**src/design/assert_macros.svh**
```systemverilog
// Assertion macros shared by the deque RTL.
// Each macro builds one labeled concurrent assertion that reports through $error.
`ifndef ASSERT_MACROS_SVH
`define ASSERT_MACROS_SVH

// condition holds at every clock edge outside reset
`define ASSERT_ALWAYS(label, clk, rst, cond) \
   label: assert property (@(posedge clk) disable iff (rst) (cond)) \
      else $error("assertion failed");

// same-cycle implication
`define ASSERT_IMPLY(label, clk, rst, ante, cons) \
   label: assert property (@(posedge clk) disable iff (rst) (ante) |-> (cons)) \
      else $error("assertion failed");

// next-cycle implication
`define ASSERT_NEXT(label, clk, rst, ante, cons) \
   label: assert property (@(posedge clk) disable iff (rst) (ante) |=> (cons)) \
      else $error("assertion failed");

`endif

```
**src/design/cdq_pkg.sv**
```systemverilog
// Shared types and constants for the circular deque.
// No dependencies; used by every module of the block.
`default_nettype none

package cdq_pkg;

   localparam int DEPTH_DEF      = 16;
   localparam int DATA_WIDTH_DEF = 32;
   localparam int OP_W           = 3;
   localparam int XDATA_W        = 32;   // data width on the ports
   localparam int STATUS_W       = 2;
   localparam int MODE_W         = 2;
   localparam int OCC_W          = 5;

   typedef enum logic [OP_W-1:0] {
      OP_INS_R  = 3'd0,
      OP_INS_L  = 3'd1,
      OP_DEL_L  = 3'd2,
      OP_DEL_R  = 3'd3,
      OP_PEEK_L = 3'd4,
      OP_PEEK_R = 3'd5
   } op_type;

   typedef enum logic [STATUS_W-1:0] {
      ST_OK     = 2'd0,
      ST_OVER   = 2'd1,
      ST_UNDER  = 2'd2,
      ST_DENIED = 2'd3
   } status_type;

   typedef enum logic [MODE_W-1:0] {
      MODE_FREE      = 2'd0,
      MODE_IN_RESTR  = 2'd1,
      MODE_OUT_RESTR = 2'd2
   } mode_type;

   typedef enum logic {
      CS_IDLE = 1'b0,
      CS_LOAD = 1'b1
   } ctrl_state_type;

   // controller -> datapath
   typedef struct packed {
      logic accept;   // request transaction taken this cycle
      logic load;     // capture result into the response register
   } ctrl_cmd_type;

endpackage

`default_nettype wire

```
**src/design/cdq_ctrl.sv**
```systemverilog
// Handshake controller for the circular deque: accept, result load, response valid.
// Depends on cdq_pkg and assert_macros.svh.
`default_nettype none
`include "assert_macros.svh"

module cdq_ctrl (
   input  wire                   clock,
   input  wire                   reset,
   input  wire                   req_valid,
   output logic                  req_stall,
   output logic                  rsp_valid,
   input  wire                   rsp_stall,
   output cdq_pkg::ctrl_cmd_type cmd
);

   cdq_pkg::ctrl_state_type state_ff, state_in;
   logic                    rsp_valid_ff, rsp_valid_in;
   logic                    slot_free;

   always_ff @(posedge clock) begin
      if (reset) begin
         state_ff     <= cdq_pkg::CS_IDLE;
         rsp_valid_ff <= 1'b0;
      end else begin
         state_ff     <= state_in;
         rsp_valid_ff <= rsp_valid_in;
      end
   end

   always_comb begin
      state_in     = state_ff;
      cmd.accept   = 1'b0;
      cmd.load     = 1'b0;
      req_stall    = 1'b1;
      slot_free    = !rsp_valid_ff || !rsp_stall;
      rsp_valid_in = rsp_valid_ff && rsp_stall;
      case (state_ff)
         cdq_pkg::CS_IDLE: begin
            // nothing is taken while reset is high
            req_stall = reset;
            if (req_valid && !reset) begin
               cmd.accept = 1'b1;
               state_in   = cdq_pkg::CS_LOAD;
            end
         end
         cdq_pkg::CS_LOAD: begin
            // memory read data is valid now; wait for the output register to drain
            if (slot_free) begin
               cmd.load     = 1'b1;
               rsp_valid_in = 1'b1;
               state_in     = cdq_pkg::CS_IDLE;
            end
         end
         default: state_in = cdq_pkg::CS_IDLE;
      endcase
   end

   assign rsp_valid = rsp_valid_ff;

   `ASSERT_NEXT(a_accept_to_load, clock, reset, cmd.accept, state_ff == cdq_pkg::CS_LOAD)
   `ASSERT_IMPLY(a_load_slot_free, clock, reset, cmd.load, !rsp_valid_ff || !rsp_stall)
   `ASSERT_IMPLY(a_valid_from_load, clock, reset, $rose(rsp_valid_ff), $past(cmd.load))

endmodule

`default_nettype wire

```
**src/design/cdq_datapath.sv**
```systemverilog
// Datapath of the circular deque: mode register, pointers, entry count,
// storage array and response register. Depends on cdq_pkg and assert_macros.svh.
`default_nettype none
`include "assert_macros.svh"

module cdq_datapath #(
   parameter int DEPTH      = cdq_pkg::DEPTH_DEF,
   parameter int DATA_WIDTH = cdq_pkg::DATA_WIDTH_DEF
) (
   input  wire                             clock,
   input  wire                             reset,
   input  cdq_pkg::ctrl_cmd_type           cmd,
   input  wire                             csr_wr_en,
   input  wire  [cdq_pkg::MODE_W-1:0]      csr_restrict_mode,
   input  wire  [cdq_pkg::OP_W-1:0]        req_op,
   input  wire  signed [cdq_pkg::XDATA_W-1:0] req_value,
   output logic signed [cdq_pkg::XDATA_W-1:0] rsp_data,
   output logic [cdq_pkg::STATUS_W-1:0]    rsp_status,
   output logic                            rsp_is_empty,
   output logic                            rsp_is_full,
   output logic [cdq_pkg::OCC_W-1:0]       rsp_occupancy
);

   localparam int PTR_W = $clog2(DEPTH);
   localparam int CNT_W = $clog2(DEPTH + 1);
   localparam logic [PTR_W-1:0] PTR_LAST = PTR_W'(DEPTH - 1);
   localparam logic [CNT_W-1:0] CNT_FULL = CNT_W'(DEPTH);

   logic [cdq_pkg::MODE_W-1:0] mode_ff;
   logic [PTR_W-1:0]           front_ff, front_in;
   logic [PTR_W-1:0]           rear_ff, rear_in;
   logic [CNT_W-1:0]           count_ff, count_in;

   logic [DATA_WIDTH-1:0]      mem [DEPTH];
   logic [DATA_WIDTH-1:0]      rd_data_ff;
   logic [DATA_WIDTH-1:0]      wr_data;
   logic [PTR_W-1:0]           wr_addr, rd_addr;
   logic                       wr_en, rd_en;

   cdq_pkg::status_type        status_in, status_pend_ff;
   logic                       read_pend_ff;
   logic [cdq_pkg::XDATA_W-1:0] rd_ext;
   logic [cdq_pkg::OCC_W-1:0]  occ_ext;

   logic                       is_empty, is_full;
   cdq_pkg::op_type            op;
   int                         ptr_span;

   function automatic logic [PTR_W-1:0] ptr_inc(input logic [PTR_W-1:0] p);
      ptr_inc = (p == PTR_LAST) ? '0 : p + PTR_W'(1);
   endfunction

   function automatic logic [PTR_W-1:0] ptr_dec(input logic [PTR_W-1:0] p);
      ptr_dec = (p == '0) ? PTR_LAST : p - PTR_W'(1);
   endfunction

   // width adaptation between port words and stored words
   generate
      if (DATA_WIDTH <= cdq_pkg::XDATA_W) begin : g_wr_narrow
         assign wr_data = req_value[DATA_WIDTH-1:0];
      end else begin : g_wr_wide
         assign wr_data = {{(DATA_WIDTH - cdq_pkg::XDATA_W){req_value[cdq_pkg::XDATA_W-1]}},
                           req_value};
      end
      if (DATA_WIDTH >= cdq_pkg::XDATA_W) begin : g_rd_wide
         assign rd_ext = rd_data_ff[cdq_pkg::XDATA_W-1:0];
      end else begin : g_rd_narrow
         assign rd_ext = {{(cdq_pkg::XDATA_W - DATA_WIDTH){rd_data_ff[DATA_WIDTH-1]}},
                          rd_data_ff};
      end
      if (CNT_W >= cdq_pkg::OCC_W) begin : g_occ_wide
         assign occ_ext = count_ff[cdq_pkg::OCC_W-1:0];
      end else begin : g_occ_narrow
         assign occ_ext = {{(cdq_pkg::OCC_W - CNT_W){1'b0}}, count_ff};
      end
   endgenerate

   assign op       = cdq_pkg::op_type'(req_op);
   assign is_empty = (count_ff == '0);
   assign is_full  = (count_ff == CNT_FULL);

   always_comb begin
      status_in = cdq_pkg::ST_OK;
      front_in  = front_ff;
      rear_in   = rear_ff;
      count_in  = count_ff;
      wr_en     = 1'b0;
      rd_en     = 1'b0;
      wr_addr   = front_ff;
      rd_addr   = front_ff;
      case (op)
         cdq_pkg::OP_INS_R, cdq_pkg::OP_INS_L: begin
            if (op == cdq_pkg::OP_INS_L && mode_ff == cdq_pkg::MODE_IN_RESTR) begin
               status_in = cdq_pkg::ST_DENIED;
            end else if (is_full) begin
               status_in = cdq_pkg::ST_OVER;
            end else begin
               wr_en    = 1'b1;
               count_in = count_ff + CNT_W'(1);
               if (is_empty) begin
                  front_in = '0;
                  rear_in  = '0;
                  wr_addr  = '0;
               end else if (op == cdq_pkg::OP_INS_R) begin
                  rear_in = ptr_inc(rear_ff);
                  wr_addr = ptr_inc(rear_ff);
               end else begin
                  front_in = ptr_dec(front_ff);
                  wr_addr  = ptr_dec(front_ff);
               end
            end
         end
         cdq_pkg::OP_DEL_L, cdq_pkg::OP_DEL_R, cdq_pkg::OP_PEEK_L, cdq_pkg::OP_PEEK_R: begin
            if (op == cdq_pkg::OP_DEL_R && mode_ff == cdq_pkg::MODE_OUT_RESTR) begin
               status_in = cdq_pkg::ST_DENIED;
            end else if (is_empty) begin
               status_in = cdq_pkg::ST_UNDER;
            end else begin
               rd_en   = 1'b1;
               rd_addr = (op == cdq_pkg::OP_DEL_L || op == cdq_pkg::OP_PEEK_L) ?
                         front_ff : rear_ff;
               if (op == cdq_pkg::OP_DEL_L || op == cdq_pkg::OP_DEL_R) begin
                  count_in = count_ff - CNT_W'(1);
                  if (front_ff == rear_ff) begin
                     // last entry gone: pointers go home
                     front_in = '0;
                     rear_in  = '0;
                  end else if (op == cdq_pkg::OP_DEL_L) begin
                     front_in = ptr_inc(front_ff);
                  end else begin
                     rear_in = ptr_dec(rear_ff);
                  end
               end
            end
         end
         default: status_in = cdq_pkg::ST_DENIED;
      endcase
   end

   always_ff @(posedge clock) begin
      if (reset) begin
         mode_ff  <= cdq_pkg::MODE_FREE;
         front_ff <= '0;
         rear_ff  <= '0;
         count_ff <= '0;
      end else begin
         if (csr_wr_en) begin
            mode_ff <= csr_restrict_mode;
         end
         if (cmd.accept) begin
            front_ff <= front_in;
            rear_ff  <= rear_in;
            count_ff <= count_in;
         end
      end
   end

   // storage array, registered read
   always_ff @(posedge clock) begin
      if (cmd.accept && wr_en) begin
         mem[wr_addr] <= wr_data;
      end
      if (cmd.accept && rd_en) begin
         rd_data_ff <= mem[rd_addr];
      end
   end

   // per-transaction info carried to the load cycle
   always_ff @(posedge clock) begin
      if (cmd.accept) begin
         status_pend_ff <= status_in;
         read_pend_ff   <= rd_en;
      end
   end

   always_ff @(posedge clock) begin
      if (cmd.load) begin
         rsp_data      <= read_pend_ff ? rd_ext : '0;
         rsp_status    <= status_pend_ff;
         rsp_is_empty  <= is_empty;
         rsp_is_full   <= is_full;
         rsp_occupancy <= occ_ext;
      end
   end

   // entries between front and rear, inclusive, with wrap
   assign ptr_span = (rear_ff >= front_ff) ? (int'(rear_ff) - int'(front_ff) + 1)
                                           : (int'(rear_ff) + DEPTH - int'(front_ff) + 1);

   `ASSERT_ALWAYS(a_count_range, clock, reset, count_ff <= CNT_FULL)
   `ASSERT_IMPLY(a_empty_home, clock, reset, count_ff == '0, front_ff == '0 && rear_ff == '0)
   `ASSERT_IMPLY(a_count_ptrs, clock, reset, count_ff != '0, ptr_span == int'(count_ff))

endmodule

`default_nettype wire

```
**src/design/circular_deque_top.sv**
```systemverilog
// Top level of the circular deque: controller plus datapath.
// Depends on cdq_pkg, cdq_ctrl and cdq_datapath.
//
//   channel  direction  handshake               payload
//   req      in         req_valid / req_stall   req_op, req_value
//   rsp      out        rsp_valid / rsp_stall   rsp_data, rsp_status, rsp_is_empty,
//                                               rsp_is_full, rsp_occupancy
//   csr      in         csr_wr_en               csr_restrict_mode
//
// Each transaction is accepted, then goes through a load step for the registered
// storage read, which fills the response register; no request is taken meanwhile.
// A new request is taken while the previous response still waits in its register.
// Reset is synchronous, active high; no clearing pass, the block is ready right after.
// A stalled response holds the block in its load cycle once the next request is in.
`default_nettype none

module circular_deque_top #(
   parameter int DEPTH      = cdq_pkg::DEPTH_DEF,
   parameter int DATA_WIDTH = cdq_pkg::DATA_WIDTH_DEF
) (
   input  wire                                clock,
   input  wire                                reset,
   input  wire                                csr_wr_en,
   input  wire  [cdq_pkg::MODE_W-1:0]         csr_restrict_mode,
   input  wire                                req_valid,
   output logic                               req_stall,
   input  wire  [cdq_pkg::OP_W-1:0]           req_op,
   input  wire  signed [cdq_pkg::XDATA_W-1:0] req_value,
   output logic                               rsp_valid,
   input  wire                                rsp_stall,
   output logic signed [cdq_pkg::XDATA_W-1:0] rsp_data,
   output logic [cdq_pkg::STATUS_W-1:0]       rsp_status,
   output logic                               rsp_is_empty,
   output logic                               rsp_is_full,
   output logic [cdq_pkg::OCC_W-1:0]          rsp_occupancy
);

   cdq_pkg::ctrl_cmd_type cmd;

   cdq_ctrl u_ctrl (
      .clock     (clock),
      .reset     (reset),
      .req_valid (req_valid),
      .req_stall (req_stall),
      .rsp_valid (rsp_valid),
      .rsp_stall (rsp_stall),
      .cmd       (cmd)
   );

   cdq_datapath #(
      .DEPTH      (DEPTH),
      .DATA_WIDTH (DATA_WIDTH)
   ) u_datapath (
      .clock             (clock),
      .reset             (reset),
      .cmd               (cmd),
      .csr_wr_en         (csr_wr_en),
      .csr_restrict_mode (csr_restrict_mode),
      .req_op            (req_op),
      .req_value         (req_value),
      .rsp_data          (rsp_data),
      .rsp_status        (rsp_status),
      .rsp_is_empty      (rsp_is_empty),
      .rsp_is_full       (rsp_is_full),
      .rsp_occupancy     (rsp_occupancy)
   );

endmodule

`default_nettype wire
```
**config.mk**
```make
export PLATFORM = sky130hd
export DESIGN_NAME = circular_deque_top
export DESIGN_NICKNAME = d
export VERILOG_FILES = /design/src/design/cdq_pkg.sv /design/src/design/cdq_ctrl.sv /design/src/design/cdq_datapath.sv /design/src/design/circular_deque_top.sv
export VERILOG_INCLUDE_DIRS = /design/src /design/src/design
export SDC_FILE = /design/constraint.sdc
export NUM_CORES = 1
export LEC_CHECK = 0
export BUFFER_PORTS_ARGS = -buffer_cell sky130_fd_sc_hd__buf_4
export CAP_MARGIN = 20
export CORE_UTILIZATION = 55
export DETAILED_ROUTE_END_ITERATION = 10
export PLACE_DENSITY = 0.72
export SLEW_MARGIN = 30
export SYNTH_ARGS = -nofsm -noshare
export SYNTH_HDL_FRONTEND = slang
export SYNTH_SLANG_ARGS = --single-unit
```
**constraint.sdc**
```tcl
create_clock -name clock -period 5 [get_ports clock]
set_clock_uncertainty 0.15 [all_clocks]
set_input_delay 0.5 -clock clock [delete_from_list [all_inputs] [get_ports clock]]
set_output_delay 0.5 -clock clock [all_outputs]
set_load 0.01 [all_outputs]
```
==> reports/summary.txt <==
Fmax achieved: 250 MHz
final design utilization: 64.4%
Synth cell types: 64
number of warnings printed during yosys synthesis: 0
pre-CTS setup slack: 0.679 ns
clock-pin slew of the registers on the worst-case setup and hold paths: 0.06 ns
number of storage elements in the synthesis netlist: 605
Worst Setup Start Kind: flip-flop
clock sinks: 605
post-detailed-route count of antenna-violating nets: 0
met1 Track Usage GR: 36.2%
clock tree from TritonCTS: done
arrival time worst endpoint: 4.11 ns
unrepaired setup endpoints after global routing: no
count of final hold-check violations: 0
Total GRT Usage: 26.8%
number of global-route vias before repair: 14700
die footprint: 45100 µm²
global-route wire length before repair: 89200 µm
starting density of the core: 56.1%
synthesized netlist cell count: 1656
total wire length after detailed routing: 59800 µm
final max-slew violation count: 0
Final GP Congestion: 0.888
most crowded layer after global routing: met2
Power Dens Cells: 372 nW/µm²
endpoint required time on the critical path: 5.11 ns
top-area cell type share of the netlist area: 72.5%
post-route setup slack: 1.01 ns
number of vias per cell after detailed routing: 6.34
layout cell share with drive strength beyond 1: 14.5%
die height: 212 µm
accumulated negative setup slack: 0 ns
commonest register cell after synthesis: sky130_fd_sc_hd__edfxtp_1
highest fanout seen on the critical path: 23
CTS root buf: sky130_fd_sc_hd__clkbuf_16
multi-input gate area in the final layout: 5960 µm²
result of the run: finished clean
slew at the pin closest to its max-slew limit: 0.929 ns
average cell area after synthesis: 14.7 µm²
count of max-cap constraint violations: 0
antenna violations before repair: 0
area growth from synthesis to layout: 14.6%
Max-slew headroom: 37.5%
sort of element at the end of the critical path: flip-flop
via count: 15100
fin crit share: 79.9%
average routed wire per standard cell: 25.1 µm
Ports: 85
CTS max path bufs: 3
library cell with the largest summed area after synthesis: sky130_fd_sc_hd__edfxtp_1
summed instance area of the synthesized netlist: 24300 µm²
final count of negative-setup-slack endpoints: 0
HPWL after detailed placement: 33100 µm
total core area: 43400 µm²
number of enable-type register cells in the synthesized netlist: 588
IR drop worst, VDD: 0.000344 V
Crit Path Category: reg -> reg
nets@finish: 1797
antenna diode count: 0
fraction of synthesis flops using an asynchronous set or reset pin: 0%
FF+latch area: 18000 µm²
initial drt markers: 1673
die span in x: 212 µm
clock period minus worst slack: 3.99 ns
static leakage: 9.39 nW
clock insertion delay at the later pin of the skew report: 0.63 ns
Hold Path Class: in -> reg
maximum number of pins on one net before global-route repair: 121
count of H-tree levels built during CTS: 2
first-pass iteration count of the detailed router: 5
global routing usage on met3: 3.75%
GRT Residual Overflow: 0
number of buffers inserted during clock tree synthesis: 59
total number of placement rows: 76
IO Port Bufs: 84
met2 routing resource usage after global routing: 44.1%
residual DRC count: 0
filler instances: 3096
Synth area leaders: sky130_fd_sc_hd__edfxtp_1 73%, sky130_fd_sc_hd__nand2_1 3.7%, sky130_fd_sc_hd__and3_1 3.1%
sequential share of the synthesized area: 73.9%
post-synth net total: 1709
==> cells in the mapped netlist (4+ instances only) <==
cell,count
sky130_fd_sc_hd__a211o_1,4
sky130_fd_sc_hd__a211oi_1,98
sky130_fd_sc_hd__a21oi_1,44
sky130_fd_sc_hd__a221oi_1,4
sky130_fd_sc_hd__a311oi_1,9
sky130_fd_sc_hd__a31o_1,49
sky130_fd_sc_hd__a31o_2,8
sky130_fd_sc_hd__a32o_1,29
sky130_fd_sc_hd__a32oi_1,4
sky130_fd_sc_hd__and2_1,34
sky130_fd_sc_hd__and3_1,121
sky130_fd_sc_hd__buf_1,4
sky130_fd_sc_hd__buf_2,41
sky130_fd_sc_hd__clkbuf_1,67
sky130_fd_sc_hd__dfxtp_1,17
sky130_fd_sc_hd__edfxtp_1,588
sky130_fd_sc_hd__ha_1,10
sky130_fd_sc_hd__inv_1,17
sky130_fd_sc_hd__mux2i_1,19
sky130_fd_sc_hd__nand2_1,241
sky130_fd_sc_hd__nand2b_1,6
sky130_fd_sc_hd__nand3_1,32
sky130_fd_sc_hd__nor2_1,43
sky130_fd_sc_hd__nor3_1,4
sky130_fd_sc_hd__o21ai_0,39
sky130_fd_sc_hd__o31ai_1,29
sky130_fd_sc_hd__o32a_1,29
sky130_fd_sc_hd__xnor2_1,9
==> cells in the final DEF (no fill, tap or decap), drive strengths merged, types with 4 or more instances in the layout <==
master | synthesis | routed
edfxtp | 588 | 588
nand2 | 241 | 241
buf | 51 | 133
and3 | 121 | 121
a211oi | 98 | 98
clkbuf | 67 | 73
a31o | 57 | 57
a21oi | 45 | 45
nor2 | 45 | 45
o21ai | 42 | 42
nand3 | 34 | 34
and2 | 34 | 34
clkinv | 0 | 34
a32o | 29 | 29
o32a | 29 | 29
o31ai | 29 | 29
mux2i | 19 | 19
inv | 18 | 19
dfxtp | 17 | 17
dlygate4sd3 | 0 | 12
ha | 10 | 10
a311oi | 9 | 9
xnor2 | 9 | 9
nand2b | 6 | 6
a221oi | 4 | 4
a211o | 4 | 4
a32oi | 4 | 4
bufinv | 0 | 4
nor3 | 4 | 4
==> critical path, cell delays in order (launching register included) <==
cell                        delay [ns]
sky130_fd_sc_hd__dfxtp_1          0.46
sky130_fd_sc_hd__inv_1            0.25
sky130_fd_sc_hd__ha_1             0.30
sky130_fd_sc_hd__o21bai_1         0.15
sky130_fd_sc_hd__a21oi_1          0.08
sky130_fd_sc_hd__a311o_1          0.36
sky130_fd_sc_hd__o2bb2ai_1        0.16
sky130_fd_sc_hd__o21ai_0          0.37
sky130_fd_sc_hd__nand2_1          0.35
sky130_fd_sc_hd__nor2_4           0.48
sky130_fd_sc_hd__buf_4            0.49
==> routing by layer <==
metal  up-vias  part of all wire [%]
li1       6640                     -
met4         0                   3.3
met3       131                   7.2
met5         -                     0
met1      7633                    40
met2       697                    49
==> path summary, 6_finish.rpt <==
path | start | cells after the start | to | slack (ns)
max | u_datapath.front_ff[0]$_SDFFE_PP0P_ | 10 | u_datapath.mem[14][7]$_DFFE_PP_ | 1.01
max reg2reg | u_datapath.front_ff[0]$_SDFFE_PP0P_ | 10 | u_datapath.mem[14][7]$_DFFE_PP_ | 1.01
min reg2reg | u_datapath.status_pend_ff[1]$_DFFE_PP_ | 0 | u_datapath.rsp_status[1]$_DFFE_PP_ | 0.27
min | req_value[19] | 1 | u_datapath.mem[10][19]$_DFFE_PP_ | 0.03
==> flip-flops by register name (all words and copies together), names as in the netlist <==
| register | count |
|---|---|
| u_datapath.mem | 512 |
| u_datapath.rd_data_ff | 32 |
| u_datapath.rsp_data | 32 |
| u_datapath.count_ff | 5 |
| u_datapath.rsp_occupancy | 5 |
| u_datapath.front_ff | 4 |
| u_datapath.rear_ff | 4 |
| u_datapath.mode_ff | 2 |
| u_datapath.rsp_status | 2 |
| u_datapath.status_pend_ff | 2 |
| u_ctrl.rsp_valid | 1 |
| u_ctrl.state_ff | 1 |
| u_datapath.read_pend_ff | 1 |
| u_datapath.rsp_is_empty | 1 |
| u_datapath.rsp_is_full | 1 |
==> layout make-up <==
type | count | share of cell area [%]
Multi-Input combinational cell | 915 | 21.4
Inverter | 18 | 0.251
Clock buffer | 73 | 5.48
Sequential cell | 605 | 64.5
Clock inverter | 39 | 1.13
Tap cell | 585 | 2.62
Timing Repair Buffer | 145 | 4.66
==> cell families after synthesis <==
family / count (synthesis) / share of synthesized area, %
simple gates: 495 / 9.77
mux: 19 / 0.781
flops: 605 / 73.9
fa+ha+maj: 11 / 0.596
xor+xnor: 11 / 0.396
compound gates: 379 / 12.1
buf+inv: 136 / 2.46
==> per-stage QoR <==
stage | hold WS, ns | instances | total power [mW] | instance area, µm²
after floorplan | 0.250 | 1656 | 6.02 | 24300
after CTS | 0.000125 | 2378 | 10.4 | 27900
after detailed placement | 0.260 | 2254 | 6.24 | 25900
after global placement | 0.252 | 2254 | 6.23 | 25900
final | 0.0250 | 2380 | 10.4 | 27900
after global routing | 0.0197 | 2380 | 10.7 | 27900
==> power by group <==
group / internal, mW / total (mW) / leakage, nW / switching, mW
combinational: 0.192 / 0.533 / 3.03 / 0.341
clock: 2.38 / 4.23 / 0.906 / 1.85
sequential: 5.60 / 5.62 / 5.45 / 0.0218
==> repair_timing <==
action	4_1_cts	5_1_grt
setup endpoints to repair	0	0
resized for setup	0	0
endpoints found under the hold margin	77	0
hold buffers	12	0
setup buffers	0	0
Note: power is estimated with default switching activity, not from simulation.
